$ cat config.mk
export PLATFORM = sky130hd
export DESIGN_NAME = pmc_cfg_regs
export DESIGN_NICKNAME = d
export VERILOG_FILES = /design/src/hw/rtl/pmc_pkg.sv /design/src/hw/rtl/pmc_cfg_regs.sv
export SDC_FILE = /design/constraint.sdc
export NUM_CORES = 1
export LEC_CHECK = 0
export BUFFER_PORTS_ARGS = -buffer_cell sky130_fd_sc_hd__buf_4
export CAP_MARGIN = 20
export CORE_MARGIN = 2
export CORE_UTILIZATION = 30
export CTS_BUF_LIST = sky130_fd_sc_hd__clkbuf_2 sky130_fd_sc_hd__clkbuf_4 sky130_fd_sc_hd__clkbuf_8
export DETAILED_ROUTE_END_ITERATION = 8
export SLEW_MARGIN = 20
export SYNTH_ARGS = -nofsm -noshare
export SYNTH_HDL_FRONTEND = slang
export SYNTH_SLANG_ARGS = --single-unit
$ cat constraint.sdc
create_clock -name aclk -period 3.1 [get_ports aclk]
set_input_delay 0.465 -clock aclk [delete_from_list [all_inputs] [get_ports aclk]]
set_output_delay 0.465 -clock aclk [all_outputs]
set_load 0.05 [all_outputs]
$ cat src/hw/rtl/pmc_pkg.sv
package pmc_pkg;

    // Datapath sizing
    localparam int DUTY_BITS     = 10;
    localparam int INTEGRAL_BITS = 40;

    localparam int POS_BITS      = 18;
    localparam int TRAVEL_BITS   = 16;
    localparam int DEADZONE_BITS = 8;
    localparam int GAIN_BITS     = 24;
    localparam int MIN_DUTY_BITS = 17;
    localparam int TARGET_BITS   = 17;
    localparam int MAG_BITS      = 17;
    localparam int STATUS_BITS   = 2;
    localparam int ERR_BITS      = POS_BITS + 1;
    localparam int P_BITS        = GAIN_BITS + ERR_BITS + 1;
    localparam int INT_LO_BITS   = INTEGRAL_BITS / 2;
    localparam int INT_HI_BITS   = INTEGRAL_BITS - INT_LO_BITS;
    localparam int IPROD_BITS    = GAIN_BITS + INTEGRAL_BITS + 1;
    localparam int TERM_BITS     = 42;
    localparam int R_BITS        = P_BITS + 1;
    localparam int SHAPED_BITS   = MAG_BITS + 1;

    localparam int Q16_ONE = 65536;

    // Stream packing
    localparam int S_FIELD_BITS = 2 * POS_BITS + 1;
    localparam int S_TDATA_BITS = ((S_FIELD_BITS + 7) / 8) * 8;
    localparam int M_FIELD_BITS = 2 * DUTY_BITS + 1 + STATUS_BITS;
    localparam int M_TDATA_BITS = ((M_FIELD_BITS + 7) / 8) * 8;

    // Configuration port
    localparam int CFG_INDEX_BITS = 3;
    localparam int CFG_DATA_BITS  = 24;

    localparam logic [CFG_INDEX_BITS-1:0] REG_TRAVEL_SPAN = 3'd0;
    localparam logic [CFG_INDEX_BITS-1:0] REG_DEADZONE    = 3'd1;
    localparam logic [CFG_INDEX_BITS-1:0] REG_GAIN_P      = 3'd2;
    localparam logic [CFG_INDEX_BITS-1:0] REG_GAIN_I      = 3'd3;
    localparam logic [CFG_INDEX_BITS-1:0] REG_MIN_DUTY    = 3'd4;

    localparam logic [TRAVEL_BITS-1:0]   TRAVEL_SPAN_RST = 16'd1000;
    localparam logic [DEADZONE_BITS-1:0] DEADZONE_RST    = 8'd2;
    localparam logic [GAIN_BITS-1:0]     GAIN_RST        = 24'd0;
    localparam logic [MIN_DUTY_BITS-1:0] MIN_DUTY_RST    = 17'd26214;

    // Target request status
    localparam logic [STATUS_BITS-1:0] ST_OK      = 2'd0;
    localparam logic [STATUS_BITS-1:0] ST_BUSY    = 2'd1;
    localparam logic [STATUS_BITS-1:0] ST_SMALL   = 2'd2;
    localparam logic [STATUS_BITS-1:0] ST_CLAMPED = 2'd3;

    typedef struct packed {
        logic [TRAVEL_BITS-1:0]   travel_span;
        logic [DEADZONE_BITS-1:0] deadzone;
        logic [GAIN_BITS-1:0]     gain_p;
        logic [GAIN_BITS-1:0]     gain_i;
        logic [MIN_DUTY_BITS-1:0] min_duty;
    } cfg_t;

    typedef struct packed {
        logic [MAG_BITS-1:0]  mag;
        logic                 dir;
        logic [DUTY_BITS-1:0] duty;
    } drive_t;

endpackage

$ cat src/hw/rtl/pmc_cfg_regs.sv
module pmc_cfg_regs import pmc_pkg::*; (
    input  logic                      aclk,
    input  logic                      aresetn,
    input  logic                      cfg_wr_en,
    input  logic [CFG_INDEX_BITS-1:0] cfg_index,
    input  logic [CFG_DATA_BITS-1:0]  cfg_wdata,
    output cfg_t                      cfg
);

    cfg_t cfg_reg;

    always_ff @(posedge aclk) begin
        if (!aresetn) begin
            cfg_reg.travel_span <= TRAVEL_SPAN_RST;
            cfg_reg.deadzone    <= DEADZONE_RST;
            cfg_reg.gain_p      <= GAIN_RST;
            cfg_reg.gain_i      <= GAIN_RST;
            cfg_reg.min_duty    <= MIN_DUTY_RST;
        end else if (cfg_wr_en) begin
            unique case (cfg_index)
                REG_TRAVEL_SPAN: cfg_reg.travel_span <= cfg_wdata[TRAVEL_BITS-1:0];
                REG_DEADZONE:    cfg_reg.deadzone    <= cfg_wdata[DEADZONE_BITS-1:0];
                REG_GAIN_P:      cfg_reg.gain_p      <= cfg_wdata[GAIN_BITS-1:0];
                REG_GAIN_I:      cfg_reg.gain_i      <= cfg_wdata[GAIN_BITS-1:0];
                REG_MIN_DUTY:    cfg_reg.min_duty    <= cfg_wdata[MIN_DUTY_BITS-1:0];
                default: begin
                    // drop writes to unmapped indexes
                end
            endcase
        end
    end

    assign cfg = cfg_reg;

endmodule

==> results.sh, run 1 <==
export IMPL_status="finished clean"
export IMPL_antennaDiodeCount=0
export IMPL_seq_area_frac_synth_pct=52.5
export IMPL_worst_setup_path_type="in -> reg"
export IMPL_clockRootBuffer="clkbuf_8"
export IMPL_dr_total_vias=2578
export IMPL_rows=38
export IMPL_cts_resized=0
export IMPL_max_stage_delay_ns=0.89
export IMPL_synth_most_common_cell="nand2_1"
export IMPL_reg2reg_depth=2
export IMPL_reg2reg_from="cfg[4]$_SDFFE_PN0P_"
export IMPL_clock_latency_ns=0.35
export IMPL_rsz0062_at_grt="no"
export IMPL_total_power_uw=2370
export IMPL_yosys_area_top_type="dfxtp_1"
export IMPL_crit_slowest_cell="and4bb_2"
export IMPL_placed_cell_area_um2=4400
export IMPL_synth_common_cells="nand2_1 (98), dfxtp_1 (89), mux2i_1 (89), nor2b_1 (26), clkbuf_1 (12)"
export IMPL_setup_tns_ns=0
export IMPL_grtUsageTotal_pct=14.5
export IMPL_postRouteAntennaNets=0
export IMPL_place_congestion=0.749
export IMPL_worst_pin_slew_ns=0.886
export IMPL_power_frac_seq_pct=49.8
export IMPL_clkPwrFrac_pct=38.7
export IMPL_min_period_ns=1.50
export IMPL_clock_sinks=89
export IMPL_path_max_fanout=24
export IMPL_wl_um=8650
export IMPL_ys_async_sr_fraction_pct=0
export IMPL_io_pins=119
export IMPL_cts_inserted_buffers=9
export IMPL_clk_pin_slew_ns=0.08
export IMPL_ys_seq_elements=89
export IMPL_largest_register_ffs=89
export IMPL_min_delay_start="cfg_wdata[7]"
export IMPL_grt_pass1_wl_um=13300
export IMPL_finClkSkew_ns=0
export IMPL_hold_viol_final=0
export IMPL_synth_warnings=0
export IMPL_die_area_um2=12200
export IMPL_maxCapViolations=0
export IMPL_syn_cell_area_um2=3400
export IMPL_slew_violations=0
export IMPL_power_density_nw_per_um2=511
export IMPL_p_comb_share_pct=11.5
export IMPL_syn_area_per_cell_um2=10.2
export IMPL_p_leak_uw=0.00215
export IMPL_netSwitchingFraction_pct=24.8
export IMPL_synth_cell_type_count=14
export IMPL_drt_first_pass_iters=4
export IMPL_synth_top_cell_area_share_pct=52.5
export IMPL_syn2layout_area_growth_pct=36.7
export IMPL_clockBufferDepth=2
export IMPL_fin_nets=473
export IMPL_syn_inst=334
export IMPL_r2r_slack_ns=2.44
export IMPL_max_freq_mhz=666
export IMPL_wl_per_cell_um=14.7
export IMPL_tritoncts="built"
export IMPL_cts_max_level=3
export IMPL_fin_crit_sh_pct=48.4
export IMPL_hold_path_class="in -> reg"
export IMPL_overflow=0
export IMPL_synth_area_leaders="dfxtp_1 (52%), mux2i_1 (26%), nand2_1 (11%)"
export IMPL_p_int_uw=1780
export IMPL_synth_edf_count=0
export IMPL_p_sw_uw=590
export IMPL_synth_fp_nets=364
export IMPL_hold_ws_ns=0.391
export IMPL_r2r_end="cfg[4]$_SDFFE_PN0P_"
export IMPL_vias_per_cell=4.38
export IMPL_startpoint_type="input port"
export IMPL_ctsHoldBuffers=0
export IMPL_final_area_um2=4640
export IMPL_relSlewSlack_pct=41.0
export IMPL_crit_family="simple AND/OR/NAND/NOR gates"
export IMPL_post_route_cells_drive_above_1_share_pct=31.9
export IMPL_synth_top_flop_cell="dfxtp_1"
export IMPL_holdPathEnd="cfg[80]$_SDFFE_PN1P_"
export IMPL_grt_max_degree=76
export IMPL_numPortBuffers=118
export IMPL_path_buf_inv=1
export IMPL_post_cts_buffers=0
export IMPL_die_w_um=110
export IMPL_core_um2=10900
export IMPL_path_cells="buf_4 > and4bb_2 > mux2i_1"
export IMPL_drtIter0Drc=114
export IMPL_hold_path_cell_count=3
export IMPL_finalSetupViolations=0
export IMPL_antenna_found_initial=0
export IMPL_ir_worst_vdd_uv=270
export IMPL_start_util_pct=31.1
export IMPL_drc=0
export IMPL_die_h_um=110
export IMPL_final_util_pct=42.5
export IMPL_arrival_ns=1.77
export IMPL_cp_num_cells=3
export IMPL_dpl_hpwl_um=6210
export IMPL_critPathCaptureType="register"
export IMPL_required_ns=3.37
export IMPL_grt_pass1_vias=2583
worst reg2reg max path: stages (launching register included):
cell and delay [ns]:
dfxtp_1 0.36, nand2_1 0.06, mux2i_1 0.16
worst max-delay path by stage:
stage                             from                   end  slack (ns)
after floorplan           cfg_index[0]  cfg[78]$_SDFFE_PN1P_        1.72
after global placement    cfg_index[1]  cfg[16]$_SDFFE_PN0P_        1.25
after detailed placement  cfg_index[2]  cfg[57]$_SDFFE_PN0P_        1.22
final                     cfg_index[2]  cfg[57]$_SDFFE_PN0P_        1.60
after global routing      cfg_index[2]  cfg[51]$_SDFFE_PN0P_        1.50
after CTS                 cfg_index[2]  cfg[51]$_SDFFE_PN0P_        1.58
power by group through the flow:
stage / logic [uW] / registers, uW / clock network, uW
final: 273 / 1180 / 919
after detailed placement: 275 / 1210 / 0
after floorplan: 87.8 / 1290 / 0
after global placement: 273 / 1210 / 0
after CTS: 276 / 1180 / 947
after global routing: 292 / 1190 / 986
stage by stage:
stage          cells  worst slack, ns
2_1_floorplan    334             1.72
3_3_place_gp     572             1.25
3_5_place_dp     572             1.22
4_1_cts          588             1.58
5_1_grt          588             1.50
6_report         588             1.60
logic make-up (layout without fill, tap and decap cells):
logic type             count (synthesis)  count (layout)  share of synthesized area (%)
muxes                                 89              89                           26.2
DFF                                   89              89                           52.5
and+or+nand+nor                      131             131                           17.7
buffers and inverters                 25             139                           3.57
routing by layer:
metal  up-vias  GRT usage (%)  routed length (um)
met5         -              0                   0
met4         0           4.29                  82
met3         8           4.17                 596
met2        74           22.3                3860
met1      1186           19.7                4110
li1       1310              -                   -
cell type report:
type	instances	area (um^2)
Sequential cell	89	1780
Fill cell	1083	6290
Clock inverter	4	73.8
Clock buffer	12	165
Multi-Input combinational cell	220	1510
Timing Repair Buffer	123	936
Tap cell	140	175
cells in the final DEF (no fill, tap or decap), types with 2 or more instances in the layout:
master / n
buf_4: 122
dfxtp_1: 89
mux2i_1: 89
nor2b_1: 26
nand2_1: 98
nor4bb_2: 2
clkbuf_8: 12
bufinv_16: 2
No activity file was read; power rests on OpenSTA's default activity.
==> inputs of run 2 (changes only) <==
Clock period 3.1 ns to 1.3 ns, I/O delays scaled along.
==> results.sh, run 2 (synthesis gave the netlist of run 1 again) <==
export IMPL_status="finished clean"
export IMPL_rsz0062_at_grt="no"
export IMPL_numPortBuffers=118
export IMPL_crit_slowest_cell="dfxtp_1"
export IMPL_drtIter0Drc=91
export IMPL_post_cts_buffers=0
export IMPL_clock_latency_ns=0.36
export IMPL_relSlewSlack_pct=80.8
export IMPL_worst_setup_path_type="reg -> out"
export IMPL_worst_pin_slew_ns=0.289
export IMPL_mostFrequentLayoutCell="buf_4"
export IMPL_fin_crit_sh_pct=86.7
export IMPL_arrival_ns=0.93
export IMPL_fin_nets=484
export IMPL_max_freq_mhz=887
export IMPL_dr_total_vias=2665
export IMPL_clockBufferDepth=2
export IMPL_placed_cell_area_um2=4520
export IMPL_layout_common_cells="buf_4 (130), nand2_1 (98), mux2i_1 (89), dfxtp_1 (89), nor2b_1 (26)"
export IMPL_grt_pass1_vias=2485
export IMPL_critPathCaptureType="output port"
export IMPL_antennaDiodeCount=0
export IMPL_postRouteAntennaNets=0
export IMPL_tritoncts="built"
export IMPL_core_um2=10900
export IMPL_largest_register_ffs=89
export IMPL_max_stage_delay_ns=0.37
export IMPL_die_area_um2=12200
export IMPL_final_util_pct=43.2
export IMPL_finalSetupViolations=0
export IMPL_ctsHoldBuffers=0
export IMPL_hold_viol_final=0
export IMPL_instances_no_fill=598
export IMPL_slew_violations=0
export IMPL_io_pins=119
export IMPL_path_max_fanout=2
export IMPL_startpoint_type="register"
export IMPL_grt_max_degree=36
export IMPL_maxCapViolations=0
export IMPL_cts_inserted_buffers=9
export IMPL_hold_path_class="in -> reg"
export IMPL_clock_sinks=89
export IMPL_crit_family="flip-flops"
export IMPL_wl_per_cell_um=14.6
export IMPL_antenna_found_initial=0
export IMPL_syn2layout_area_growth_pct=39.1
export IMPL_die_h_um=110
export IMPL_final_area_um2=4720
export IMPL_clockRootBuffer="clkbuf_8"
export IMPL_grtUsageTotal_pct=14.1
export IMPL_drc=0
export IMPL_cts_resized=0
export IMPL_dpl_cell_count=583
export IMPL_cts_max_level=3
export IMPL_path_cells="buf_4"
export IMPL_die_w_um=110
export IMPL_place_congestion=0.725
export IMPL_p_leak_uw=0.00219
export IMPL_required_ns=1.11
export IMPL_vias_per_cell=4.46
export IMPL_clk_pin_slew_ns=0.10
export IMPL_rows=38
export IMPL_min_period_ns=1.13
export IMPL_start_util_pct=31.1
export IMPL_post_route_cells_drive_above_1_share_pct=33.4
export IMPL_dpl_hpwl_um=6490
export IMPL_grt_pass1_wl_um=13000
export IMPL_ir_worst_vdd_uv=426
export IMPL_overflow=0
export IMPL_path_buf_inv=1
export IMPL_finClkSkew_ns=0
export IMPL_drt_first_pass_iters=4
export IMPL_wl_um=8720
export IMPL_power_density_nw_per_um2=1150
[run 2: cell types whose count changed in the layout (fill, tap and decap cells not counted), sizes merged]
cell      before  now
buf          123  134
clkbuf        12    9
inv            0    3
bufinv         2    1
clkinv         2    1
clkinvlp       0    1
[run 2: through the flow]
step	setup slack (ns)	hold WS, ns	total power, uW	setup TNS [ns]
after floorplan	0.190	0.357	3300	0
after global placement	-0.00472	0.445	3560	-0.0164
after detailed placement	-0.0259	0.448	3570	-0.161
after CTS	0.144	0.0912	5510	0
after global routing	0.120	0.0935	5660	0
final	0.173	0.109	5450	0
[run 2: cell type report]
| cell class | count | area [um^2] |
|---|---|---|
| Fill cell | 1068 | 6210 |
| Sequential cell | 89 | 1780 |
| Multi-Input combinational cell | 220 | 1510 |
| Timing Repair Buffer | 134 | 1060 |
| Tap cell | 140 | 175 |
| Clock buffer | 9 | 124 |
| Clock inverter | 6 | 75.1 |
[run 2: final timing paths]
path / slack (ns) / to / cells after the start / startpoint
setup reg to reg: 0.67 / cfg[5]$_SDFFE_PN1P_ / 2 / cfg[5]$_SDFFE_PN1P_
setup / recovery: 0.17 / cfg[4] / 1 / cfg[4]$_SDFFE_PN0P_
hold reg to reg: 0.46 / cfg[59]$_SDFFE_PN0P_ / 2 / cfg[59]$_SDFFE_PN0P_
hold / removal: 0.11 / cfg[13]$_SDFFE_PN1P_ / 3 / cfg_wdata[13]
[run 2: worst min-delay path: stages]
cell and delay, ns:
buf_4 0.09, nor2b_1 0.04, mux2i_1 0.10
[run 2: power by group]
part           total (uW)  switching [uW]  internal (uW)
combinational         679             428            251
clock                1950            1040            909
sequential           2820            33.5           2780
[run 2: layer usage]
metal  up-vias  share of wire [%]  GRT usage [%]  wire length, um
met3        11                6.4           3.94              556
met4         0                1.2           5.09              108
li1       1328                  -              -                -
met5         -                  0              0                0
met1      1252                 47           18.8             4090
met2        74                 46           21.8             3970
